[src/hw/rtl/snapshot_pair_interpolator_defines.svh]
// assertion macros for the snapshot pair interpolator
// included by the queue and back-end modules, no other dependencies
`ifndef SNAPSHOT_PAIR_INTERPOLATOR_DEFINES_SVH
`define SNAPSHOT_PAIR_INTERPOLATOR_DEFINES_SVH

`ifndef ASSERT_OFF
`define SNPI_ASSERT(lbl, clk, rstn, prop, msg) \
  lbl: assert property (@(posedge clk) disable iff (!rstn) prop) else $error(msg);
`define SNPI_ASSERT_NEVER(lbl, clk, rstn, prop, msg) \
  lbl: assert property (@(posedge clk) disable iff (!rstn) !(prop)) else $error(msg);
`else
`define SNPI_ASSERT(lbl, clk, rstn, prop, msg)
`define SNPI_ASSERT_NEVER(lbl, clk, rstn, prop, msg)
`endif

`endif

[src/hw/rtl/snpi_pkg.sv]
// shared types and constants of the snapshot pair interpolator
// no dependencies; imported by every module of the block
package snpi_pkg;

  localparam int DATA_WIDTH = 32;
  localparam int SAT_BITS   = (DATA_WIDTH < 32) ? DATA_WIDTH : 32;

  // port field widths
  localparam int VAL_W   = 32;
  localparam int FRAC_W  = 16;
  localparam int BOX_W   = 31;
  localparam int SCALE_W = 32;
  localparam int IDX_W   = 3;
  localparam int IN_DATA_W  = 4 * VAL_W;
  localparam int OUT_DATA_W = VAL_W;

  // internal datapath widths
  localparam int X2W_W   = VAL_W + 2;       // wrapped second value
  localparam int DIFF_W  = VAL_W + 3;       // x2w - x1
  localparam int PROD1_W = 2 * VAL_W + 1;   // v1 * vel_scale_first
  localparam int D1_W    = PROD1_W - 24;    // displacement in Q16.16
  localparam int E_W     = D1_W + 3;
  localparam int P_W     = E_W + FRAC_W + 1;
  localparam int PH_W    = P_W - 16;
  localparam int S_W     = PH_W + 1;
  localparam int SF_W    = S_W + FRAC_W + 1;
  localparam int LP_W    = DIFF_W + FRAC_W + 1;
  localparam int ACC_W   = 64;
  localparam int RES_W   = ACC_W - 16;
  localparam int PLF_W   = 2 * FRAC_W;
  localparam int BB_W    = PLF_W + 1 - 16;

  localparam logic signed [RES_W-1:0] SAT_HI = RES_W'((longint'(1) <<< (SAT_BITS - 1)) - 1);
  localparam logic signed [RES_W-1:0] SAT_LO = -SAT_HI - RES_W'(1);

  // queue between front and back
  localparam int Q_DEPTH = 4;
  localparam int Q_PTR_W = $clog2(Q_DEPTH);
  localparam int Q_CNT_W = Q_PTR_W + 1;

  localparam int BACK_STAGES = 5;

  typedef enum logic [IDX_W-1:0] {
    REG_FRACTION         = 3'd0,
    REG_BOX_SIZE         = 3'd1,
    REG_PERIODIC_WRAP    = 3'd2,
    REG_INTERP_MODE      = 3'd3,
    REG_VEL_SCALE_FIRST  = 3'd4,
    REG_VEL_SCALE_SECOND = 3'd5
  } cfg_reg_t;

  typedef enum logic {
    CMD_POSITION  = 1'b0,
    CMD_ATTRIBUTE = 1'b1
  } cmd_t;

  typedef struct packed {
    logic [FRAC_W-1:0]  fraction;
    logic [BOX_W-1:0]   box_size;
    logic               periodic_wrap;
    logic               interp_mode;
    logic [SCALE_W-1:0] vel_scale_first;
  } cfg_t;

  typedef struct packed {
    logic                     quad;
    logic                     wrapped;
    logic signed [VAL_W-1:0]  x1;
    logic signed [X2W_W-1:0]  x2w;
    logic signed [VAL_W-1:0]  v1;
  } item_t;

endpackage

[src/hw/rtl/snpi_front.sv]
// front end: takes requests, applies the periodic wrap and picks the mode
// depends on snpi_pkg; feeds snpi_queue
module snpi_front import snpi_pkg::*; (
  input  logic                 in_tvalid,
  output logic                 in_tready,
  input  logic [IN_DATA_W-1:0] in_tdata,
  input  logic                 in_tuser,
  input  cfg_t                 cfg,
  input  logic                 q_full,
  output logic                 q_push,
  output item_t                q_item
);

  logic signed [VAL_W-1:0]  x1;
  logic signed [VAL_W-1:0]  x2;
  logic signed [VAL_W:0]    diff;
  logic        [VAL_W:0]    adiff;
  logic                     far;
  logic                     pos;
  logic                     do_wrap;
  logic signed [X2W_W-1:0]  x2e;
  logic signed [X2W_W-1:0]  boxe;

  assign in_tready = !q_full;
  assign q_push    = in_tvalid && !q_full;

  always_comb begin
    x1   = $signed(in_tdata[VAL_W-1:0]);
    x2   = $signed(in_tdata[2*VAL_W-1:VAL_W]);
    pos  = (cmd_t'(in_tuser) == CMD_POSITION);
    diff = (VAL_W+1)'(x2) - (VAL_W+1)'(x1);
    adiff = diff[VAL_W] ? $unsigned(-diff) : $unsigned(diff);
    // more than half a box away: 2*|d| > box
    far  = {adiff, 1'b0} > (VAL_W+2)'(cfg.box_size);
    do_wrap = pos && cfg.periodic_wrap && far;
    x2e  = X2W_W'(x2);
    boxe = $signed(X2W_W'(cfg.box_size));
    q_item.x1      = x1;
    q_item.v1      = $signed(in_tdata[3*VAL_W-1:2*VAL_W]);
    q_item.wrapped = do_wrap;
    q_item.quad    = pos && cfg.interp_mode;
    if (!do_wrap) begin
      q_item.x2w = x2e;
    end else if (!diff[VAL_W] && (diff != '0)) begin
      q_item.x2w = x2e - boxe;
    end else begin
      q_item.x2w = x2e + boxe;
    end
  end

endmodule

[config.mk]
export PLATFORM = sky130hd
export DESIGN_NAME = snpi_front
export DESIGN_NICKNAME = d
export VERILOG_FILES = /design/src/hw/rtl/snapshot_pair_interpolator_defines.svh /design/src/hw/rtl/snpi_pkg.sv /design/src/hw/rtl/snpi_front.sv
export SDC_FILE = /design/constraint.sdc
export NUM_CORES = 1
export LEC_CHECK = 0
export BUFFER_PORTS_ARGS = -buffer_cell sky130_fd_sc_hd__buf_2
export CAP_MARGIN = 20
export CORE_AREA = 2 2 121 123
export DETAILED_ROUTE_END_ITERATION = 8
export DIE_AREA = 0 0 123 125
export PLACE_DENSITY = 0.83
export SLEW_MARGIN = 20
export SYNTH_ARGS = -nofsm -noshare
export SYNTH_HDL_FRONTEND = slang
export SYNTH_SLANG_ARGS = --single-unit
export TNS_END_PERCENT = 5
[constraint.sdc]
create_clock -name vclk -period 10.9
set_clock_uncertainty 0.1 [all_clocks]
set_input_delay 1.09 -clock vclk [all_inputs]
set_output_delay 1.09 -clock vclk [all_outputs]
set_load 0.03 [all_outputs]
==> flow_summary.yaml <==
clock_network:
  postCtsSetupBuffers: 0
  cts_hold_buffers: 0
  cts.repair.resized: 0
power_and_ir_drop:
  combinationalPowerShare_pct: 100.0
  p_switching_mw: 0.466
  total_power_mw: 0.808
  ir_drop_v: 0.0000664
  leakagePower_nw: 3.64
  power_density_nw_per_um2: 110
  p_seq_share_pct: 0
  pwr-share-clk_pct: 0
  p_sw_share_pct: 57.7
  p_int_mw: 0.342
setup_path:
  crit_path_end_kind: "primary output"
  cp_slowest_stage_delay_ps: 700
  cp_top_family: "compound AO/OA/AOI/OAI gates"
  start_kind: "primary input"
  path_class: "primary input to primary output"
  cp.required_ps: 9710
  path_buf_inv: 4
  critPathMaxFanout: 29
  slowest_stage: "or4b_2"
  arrival_ps: 8950
floorplan:
  pin_count: 314
  die_x_um: 123
  rows: 44
  dieArea_um2: 15400
  core_um2: 14200
  start_util_pct: 48.4
  die_height_um: 125
yosys:
  synth-seq-area-share_pct: 0
  avgSynthCellArea_um2: 7.29
  syn_nets: 1252
  syn_inst: 942
  synth_cell_types: 80
  synth_top_cell_area_share_pct: 17.5
  synth_top_cell_by_area: "ha_1"
  syn-cell-area_um2: 6870
  ys_top_cells_by_area: "ha_1 17%, xnor2_1 9.4%, buf_4 7.2%"
  synth_warnings: 0
sta:
  fmax_ghz: 0.0986
  slew_headroom_pct: 38.3
  rsz0062_at_grt: "false"
  worst_slew_pin_slew_ps: 924
  final.setup.tns_ps: 0
  fin_crit_sh_pct: 93.1
  timing.final.hold_violations: 0
  setup_ws_ps: 756
  fin_crit_ps: 10140
  setup-violations-final: 0
  drv_slew: 0
global_route:
  grt-ovfl-total: 0
  grt_max_degree: 31
  grt_first_pass_wirelength_mm: 30.2
  grtUsageTotal_pct: 23.4
  grt_pass1_vias: 6702
  antenna_found_initial: 3
final_layout:
  nClkBuffers: 0
  layout_commonest_cell: "buf_2"
  nNetsFinal: 1345
  post-route-util_pct: 51.9
  layout-drive-gt1-share_pct: 22.8
  seq_cell_count: 0
  nFillCells: 1414
  syn2layout_area_growth_pct: 7.25
  seqCellArea_um2: 0
  final_cell_mix: "170 x buf_2, 96 x ha_1, 84 x inv_1, 74 x a21oi_1, 74 x xnor2_1"
routing:
  antenna_left: 0
  drt_iter0_markers: 352
  route.detailed.drc: 0
  firstDrtPassIters: 5
  wl_per_cell_um: 15.6
  vias: 7106
  routed_wl_mm: 19.0
  avgViaCountPerCell: 5.83
placed_design:
  dp_hpwl_mm: 16.2
  io_buffers: 170
  globalplace.congestion: 0.907
  dp_slack_ps: 804
worst_hold_path:
  hp-class: "primary input to primary output"
job:
  max-cap-violations: 0
outcome:
  status: "finished clean"
area by class of cell:
| type | instances | area (um2) | area share [%] |
|---|---|---|---|
| well taps | 184 | 230 | 3.13 |
| repair buffers | 175 | 888 | 12.1 |
| inverters | 84 | 315 | 4.28 |
| diodes | 1 | 2.50 | 0.0340 |
| multi-input cells | 774 | 5930 | 80.5 |
kinds of logic (layout without fill, tap and decap cells):
family / after synthesis / after routing / synth area share (%)
xor gates and xnor gates: 106 / 106 / 13.5
buffers and inverters: 168 / 259 / 13.7
AOI/OAI and AO/OA: 277 / 277 / 28.1
muxes: 33 / 33 / 6.76
adders and majority gates: 98 / 98 / 18.1
and+or+nand+nor: 260 / 260 / 19.9
other: 0 / 1 / 0
power by group through the flow:
stage / registers [mW] / clock network, mW / logic [mW]
2_1_floorplan: 0 / 0 / 0.660
3_3_place_gp: 0 / 0 / 0.779
3_5_place_dp: 0 / 0 / 0.797
4_1_cts: 0 / 0 / 0.803
5_1_grt: 0 / 0 / 0.889
6_report: 0 / 0.0000000123 / 0.808
per-layer routing:
metal	vias to the layer above	GRT usage [%]	wire, um
met5	-	0	16
met4	2	5.55	501
met3	40	2.65	1510
met2	277	41.9	8890
met1	3243	29.7	8090
li1	3544	-	-
per-stage QoR:
step           hold WS, ps  instances  instance area (um2)
5_1_grt               2080       1217                 7360
3_5_place_dp          2080       1217                 7360
6_report              2080       1218                 7370
3_3_place_gp          2080       1217                 7360
4_1_cts               2080       1217                 7360
2_1_floorplan         2190        942                 6870
Yosys cell counts, types with 12 or more instances:
library cell   n
a211oi_1      14
a21o_1        31
a21oi_1       74
buf_4         66
ha_1          96
inv_1         84
mux2_4        26
nand2_1       62
nand3_1       19
nand4_1       14
nor2_1        59
nor2b_1       15
nor3_1        14
o21a_1        16
o21ai_0       52
o31ai_1       12
xnor2_1       74
xor2_1        32
path summary, 6_finish.rpt:
| check | start | to | depth (start not counted) |
|---|---|---|---|
| worst min-delay path | in_tdata[76] | q_item[12] | 0 |
| worst max-delay path | in_tdata[32] | q_item[61] | 31 |
No activity file was read; power rests on OpenSTA's default activity.
