[config.mk]
export PLATFORM = sky130hd
export DESIGN_NAME = snpi_queue
export DESIGN_NICKNAME = d
export VERILOG_FILES = /design/src/hw/rtl/snpi_pkg.sv /design/src/hw/rtl/snpi_queue.sv
export VERILOG_INCLUDE_DIRS = /design/src /design/src/hw/rtl
export SDC_FILE = /design/constraint.sdc
export NUM_CORES = 1
export LEC_CHECK = 0
export BUFFER_PORTS_ARGS = -buffer_cell sky130_fd_sc_hd__buf_2
export CAP_MARGIN = 20
export CORE_ASPECT_RATIO = 1.75
export CORE_UTILIZATION = 40
export DETAILED_ROUTE_END_ITERATION = 10
export GPL_TIMING_DRIVEN = 0
export SETUP_SLACK_MARGIN = 0.05
export SLEW_MARGIN = 20
export SYNTH_ARGS = -nofsm -noshare
export SYNTH_HDL_FRONTEND = slang
export SYNTH_SLANG_ARGS = --single-unit
[constraint.sdc]
create_clock -name clk -period 9.3 [get_ports clk]
set_input_delay 2.325 -clock clk [delete_from_list [all_inputs] [get_ports clk]]
set_output_delay 2.325 -clock clk [all_outputs]
set_load 0.05 [all_outputs]
[src/hw/rtl/snapshot_pair_interpolator_defines.svh]
// assertion macros for the snapshot pair interpolator
// included by the queue and back-end modules, no other dependencies
`ifndef SNAPSHOT_PAIR_INTERPOLATOR_DEFINES_SVH
`define SNAPSHOT_PAIR_INTERPOLATOR_DEFINES_SVH

`ifndef ASSERT_OFF
`define SNPI_ASSERT(lbl, clk, rstn, prop, msg) \
  lbl: assert property (@(posedge clk) disable iff (!rstn) prop) else $error(msg);
`define SNPI_ASSERT_NEVER(lbl, clk, rstn, prop, msg) \
  lbl: assert property (@(posedge clk) disable iff (!rstn) !(prop)) else $error(msg);
`else
`define SNPI_ASSERT(lbl, clk, rstn, prop, msg)
`define SNPI_ASSERT_NEVER(lbl, clk, rstn, prop, msg)
`endif

`endif

[src/hw/rtl/snpi_pkg.sv]
// shared types and constants of the snapshot pair interpolator
// no dependencies; imported by every module of the block
package snpi_pkg;

  localparam int DATA_WIDTH = 32;
  localparam int SAT_BITS   = (DATA_WIDTH < 32) ? DATA_WIDTH : 32;

  // port field widths
  localparam int VAL_W   = 32;
  localparam int FRAC_W  = 16;
  localparam int BOX_W   = 31;
  localparam int SCALE_W = 32;
  localparam int IDX_W   = 3;
  localparam int IN_DATA_W  = 4 * VAL_W;
  localparam int OUT_DATA_W = VAL_W;

  // internal datapath widths
  localparam int X2W_W   = VAL_W + 2;       // wrapped second value
  localparam int DIFF_W  = VAL_W + 3;       // x2w - x1
  localparam int PROD1_W = 2 * VAL_W + 1;   // v1 * vel_scale_first
  localparam int D1_W    = PROD1_W - 24;    // displacement in Q16.16
  localparam int E_W     = D1_W + 3;
  localparam int P_W     = E_W + FRAC_W + 1;
  localparam int PH_W    = P_W - 16;
  localparam int S_W     = PH_W + 1;
  localparam int SF_W    = S_W + FRAC_W + 1;
  localparam int LP_W    = DIFF_W + FRAC_W + 1;
  localparam int ACC_W   = 64;
  localparam int RES_W   = ACC_W - 16;
  localparam int PLF_W   = 2 * FRAC_W;
  localparam int BB_W    = PLF_W + 1 - 16;

  localparam logic signed [RES_W-1:0] SAT_HI = RES_W'((longint'(1) <<< (SAT_BITS - 1)) - 1);
  localparam logic signed [RES_W-1:0] SAT_LO = -SAT_HI - RES_W'(1);

  // queue between front and back
  localparam int Q_DEPTH = 4;
  localparam int Q_PTR_W = $clog2(Q_DEPTH);
  localparam int Q_CNT_W = Q_PTR_W + 1;

  localparam int BACK_STAGES = 5;

  typedef enum logic [IDX_W-1:0] {
    REG_FRACTION         = 3'd0,
    REG_BOX_SIZE         = 3'd1,
    REG_PERIODIC_WRAP    = 3'd2,
    REG_INTERP_MODE      = 3'd3,
    REG_VEL_SCALE_FIRST  = 3'd4,
    REG_VEL_SCALE_SECOND = 3'd5
  } cfg_reg_t;

  typedef enum logic {
    CMD_POSITION  = 1'b0,
    CMD_ATTRIBUTE = 1'b1
  } cmd_t;

  typedef struct packed {
    logic [FRAC_W-1:0]  fraction;
    logic [BOX_W-1:0]   box_size;
    logic               periodic_wrap;
    logic               interp_mode;
    logic [SCALE_W-1:0] vel_scale_first;
  } cfg_t;

  typedef struct packed {
    logic                     quad;
    logic                     wrapped;
    logic signed [VAL_W-1:0]  x1;
    logic signed [X2W_W-1:0]  x2w;
    logic signed [VAL_W-1:0]  v1;
  } item_t;

endpackage

[src/hw/rtl/snpi_queue.sv]
// short request queue between the front end and the arithmetic back end
// depends on snpi_pkg and the assertion macro header
`include "snapshot_pair_interpolator_defines.svh"
module snpi_queue import snpi_pkg::*; (
  input  logic  clk,
  input  logic  rst_n,
  input  logic  push,
  input  item_t wdata,
  output logic  full,
  input  logic  pop,
  output logic  nonempty,
  output item_t rdata
);

  item_t                ent_r [Q_DEPTH];
  logic [Q_PTR_W-1:0]   wr_ptr_r, wr_ptr_nxt;
  logic [Q_PTR_W-1:0]   rd_ptr_r, rd_ptr_nxt;
  logic [Q_CNT_W-1:0]   cnt_r, cnt_nxt;

  assign full     = (cnt_r == Q_CNT_W'(Q_DEPTH));
  assign nonempty = (cnt_r != '0);
  assign rdata    = ent_r[rd_ptr_r];

  always_comb begin
    wr_ptr_nxt = push ? wr_ptr_r + Q_PTR_W'(1) : wr_ptr_r;
    rd_ptr_nxt = pop  ? rd_ptr_r + Q_PTR_W'(1) : rd_ptr_r;
    cnt_nxt    = cnt_r + Q_CNT_W'(push) - Q_CNT_W'(pop);
  end

  always_ff @(posedge clk) begin
    if (!rst_n) begin
      wr_ptr_r <= '0;
      rd_ptr_r <= '0;
      cnt_r    <= '0;
    end else begin
      wr_ptr_r <= wr_ptr_nxt;
      rd_ptr_r <= rd_ptr_nxt;
      cnt_r    <= cnt_nxt;
    end
  end

  always_ff @(posedge clk) begin
    if (push) begin
      ent_r[wr_ptr_r] <= wdata;
    end
  end

  `SNPI_ASSERT_NEVER(a_no_push_full, clk, rst_n, push && full, "push into full queue")
  `SNPI_ASSERT_NEVER(a_no_pop_empty, clk, rst_n, pop && !nonempty, "pop from empty queue")
  `SNPI_ASSERT(a_cnt_bound, clk, rst_n, cnt_r <= Q_CNT_W'(Q_DEPTH), "queue count out of range")
  `SNPI_ASSERT(a_ptr_gap, clk, rst_n, (wr_ptr_r - rd_ptr_r) == Q_PTR_W'(cnt_r), "pointer gap mismatch")

endmodule

==> reports/metrics.yaml <==
ys_seq_area_share_pct: 81.42
hold_path_class: "flop to flop"
place_congestion: 0.6697
r2r-start: "wr_ptr_r[0]"
ant_nets: 0
synth-seq-cells: 409
ir_drop_mv: 0.1884
max_freq_mhz: 208.6
drt_iter0_markers: 349
hold_viol: 0
path_cells: "buf_1 > buf_2 > mux4_2 > buf_2"
maxCapViolCount: 0
h-tree-depth: 2
dpl.cell_count: 1253
finalMaxSlewViolations: 0
dr.pass1.iters: 4
hpwl_microns: 18320
clk_pin_slew_ns: 0.06
nets: 928
place_worst_setup_slack_ns: 4.951
fin_util_pct: 48.69
syn_area_per_cell_sq_um: 26.50
instances_no_fill: 1319
rows: 93
power_density_nw_per_um2: 234.6
clock_sinks: 409
grt_use_total_pct: 15.30
drive_gt1_share_pct: 45.72
dieHeight_microns: 257.9
cts_resized: 0
grt_pass1_wl_microns: 42780
period_share_pct: 51.54
netlist_instances: 565
cts_buffers: 37
clk_latency_ns: 0.52
wl_per_cell_microns: 21.65
route.vias.total: 6570
crit_path_end_kind: "primary output"
setup_tns_ns: 0
slew_headroom_pct: 47.42
grt_pass1_vias: 7234
ys_top_cells_by_area: "edfxtp_1, mux4_2, buf_12, dfxtp_1, ha_1"
viasPerCell: 4.981
whs_path_depth: 2
p_leak_nw: 6.047
wirelength_microns: 28560
critPathMaxStageDelay_ns: 0.59
portBuffers: 205
status: "finished clean"
synthToLayoutAreaGrowth_pct: 19.95
fillers: 2972
antenna_found_initial: 4
path_common_cell: "buf_2"
worst-slew-pin-transition_ns: 0.7887
cts_setup_buffers: 0
synth_top_area_share_pct: 80.22
syn_area_sq_um: 14970
dieArea_sq_um: 38240
cts_tree: "built"
skew_ns: 0.006266
yosysUniqueCellTypes: 20
io_pins: 206
yosys.area.top_type: "edfxtp_1"
overflow: 0
layout_setup_ws_ns: 4.507
drc: 0
rr_endpoint: "ent_r[0][50]"
grt_max_degree: 43
critPathRequiredTime_ns: 6.98
slowest_stage: "buf_1"
worstSetupPathType: "flop to primary output"
core_area_sq_um: 36890
worstPathMaxFanout: 10
reg2reg_depth: 5
cts.path.max_buffers: 3
placed_cell_area_sq_um: 16820
start_kind: "flop"
yosys_warnings: 0
floorplan.initialDensity_pct: 40.59
cts_hold_buf: 0
min_period_ns: 4.793
die_x_microns: 148.3
rsz0062_at_grt: "false"
final_cell_area_sq_um: 17960
min_from: "rd_ptr_r[0]"
reg2reg_setup_slack_ns: 7.25
finalSetupViolations: 0
clock-root-buffer: "clkbuf_16"
synthesis.nets: 676
cp.arrival_ns: 2.47
[cell usage in the layout, fill, tap and decap left out, types with 6 or more instances in the layout]
master / instances
buf_12: 11
buf_16: 7
buf_2: 215
clkbuf_16: 37
clkinv_1: 14
dfxtp_1: 9
edfxtp_1: 400
ha_1: 6
inv_1: 7
mux4_2: 100
[flip-flops by register name, indices dropped and copies added, names as in the netlist, named ones only]
signal    flops
cnt_r         3
ent_r       400
rd_ptr_r      2
wr_ptr_r      2
[how the worst max path moves through the flow]
stage / depth (start not counted) / slack [ns] / end / start
after floorplan: 1 / 4.20 / ent_r[0][0] / push
after CTS: 4 / 4.38 / rdata[16] / flop
after detailed placement: 4 / 4.95 / rdata[16] / flop
final: 4 / 4.51 / rdata[16] / flop
after global placement: 2 / 1.90 / ent_r[1][12] / push
after global routing: 4 / 4.33 / rdata[16] / flop
[metrics by stage]
step / hold slack (ns) / power, mW
after floorplan: 0.4993 / 2.636
after CTS: 0.5428 / 4.273
final: 0.5432 / 4.213
after detailed placement: 0.5296 / 2.813
after global routing: 0.5813 / 4.352
after global placement: 0.5151 / 2.806
[routing by layer]
metal  global-route usage, %  vias up  wire length [microns]
met5                       0        -                     32
met4                   6.300        6                    824
met3                   3.304       51                   1509
met2                   28.33      166                  16140
met1                   16.70     3416                  10050
li1                        -     2931                      -
[critical path, delay by kind of cell (launching register included)]
kind                   cells  cell delay (ns)
buffers and inverters      3             1.25
muxes                      1             0.39
DFF                        1             0.30
[final cells by class]
| cell class | count | area (sq um) | area share, % |
|---|---|---|---|
| flip-flops and latches | 409 | 12190 | 67.88 |
| multi-input cells | 127 | 2500 | 13.92 |
| repair buffers | 213 | 1239 | 6.897 |
| clock buffers | 41 | 940.9 | 5.239 |
| well taps | 475 | 594.3 | 3.309 |
| plain buffers | 22 | 265.3 | 1.477 |
| clock inverters | 23 | 197.7 | 1.101 |
| inverters | 7 | 26.28 | 0.1463 |
| diodes | 2 | 5.005 | 0.02787 |
[cells by family after synthesis]
logic type / share of synthesized area (%)
flops: 81.42
compound gates: 0.1002
xor+xnor: 0.2758
fa+ha+maj: 0.6351
simple gates: 0.5098
buf+inv: 1.947
mux: 15.11
[synth_stat cells]
| cell type | instances |
|---|---|
| mux4_2 | 100 |
| nand3b_1 | 1 |
| xor3_1 | 1 |
| ha_1 | 6 |
| fa_1 | 1 |
| xnor2_1 | 2 |
| a21bo_2 | 1 |
| or3_1 | 1 |
| nor2_1 | 5 |
| buf_6 | 1 |
| and2_1 | 6 |
| buf_12 | 10 |
| buf_2 | 10 |
| inv_1 | 7 |
| dfxtp_1 | 9 |
| edfxtp_1 | 400 |
| and3_1 | 1 |
| buf_1 | 1 |
| a21oi_1 | 1 |
| mux2i_1 | 1 |
[report_power, final]
group | internal [mW] | switching, mW | leakage (nW) | total [mW]
Sequential | 2.12 | 0.0198 | 3.75 | 2.14
Clock | 0.835 | 0.621 | 0.559 | 1.46
Combinational | 0.199 | 0.421 | 1.74 | 0.620
Total | 3.15 | 1.06 | 6.05 | 4.21
(Power assumes the default switching activity.)
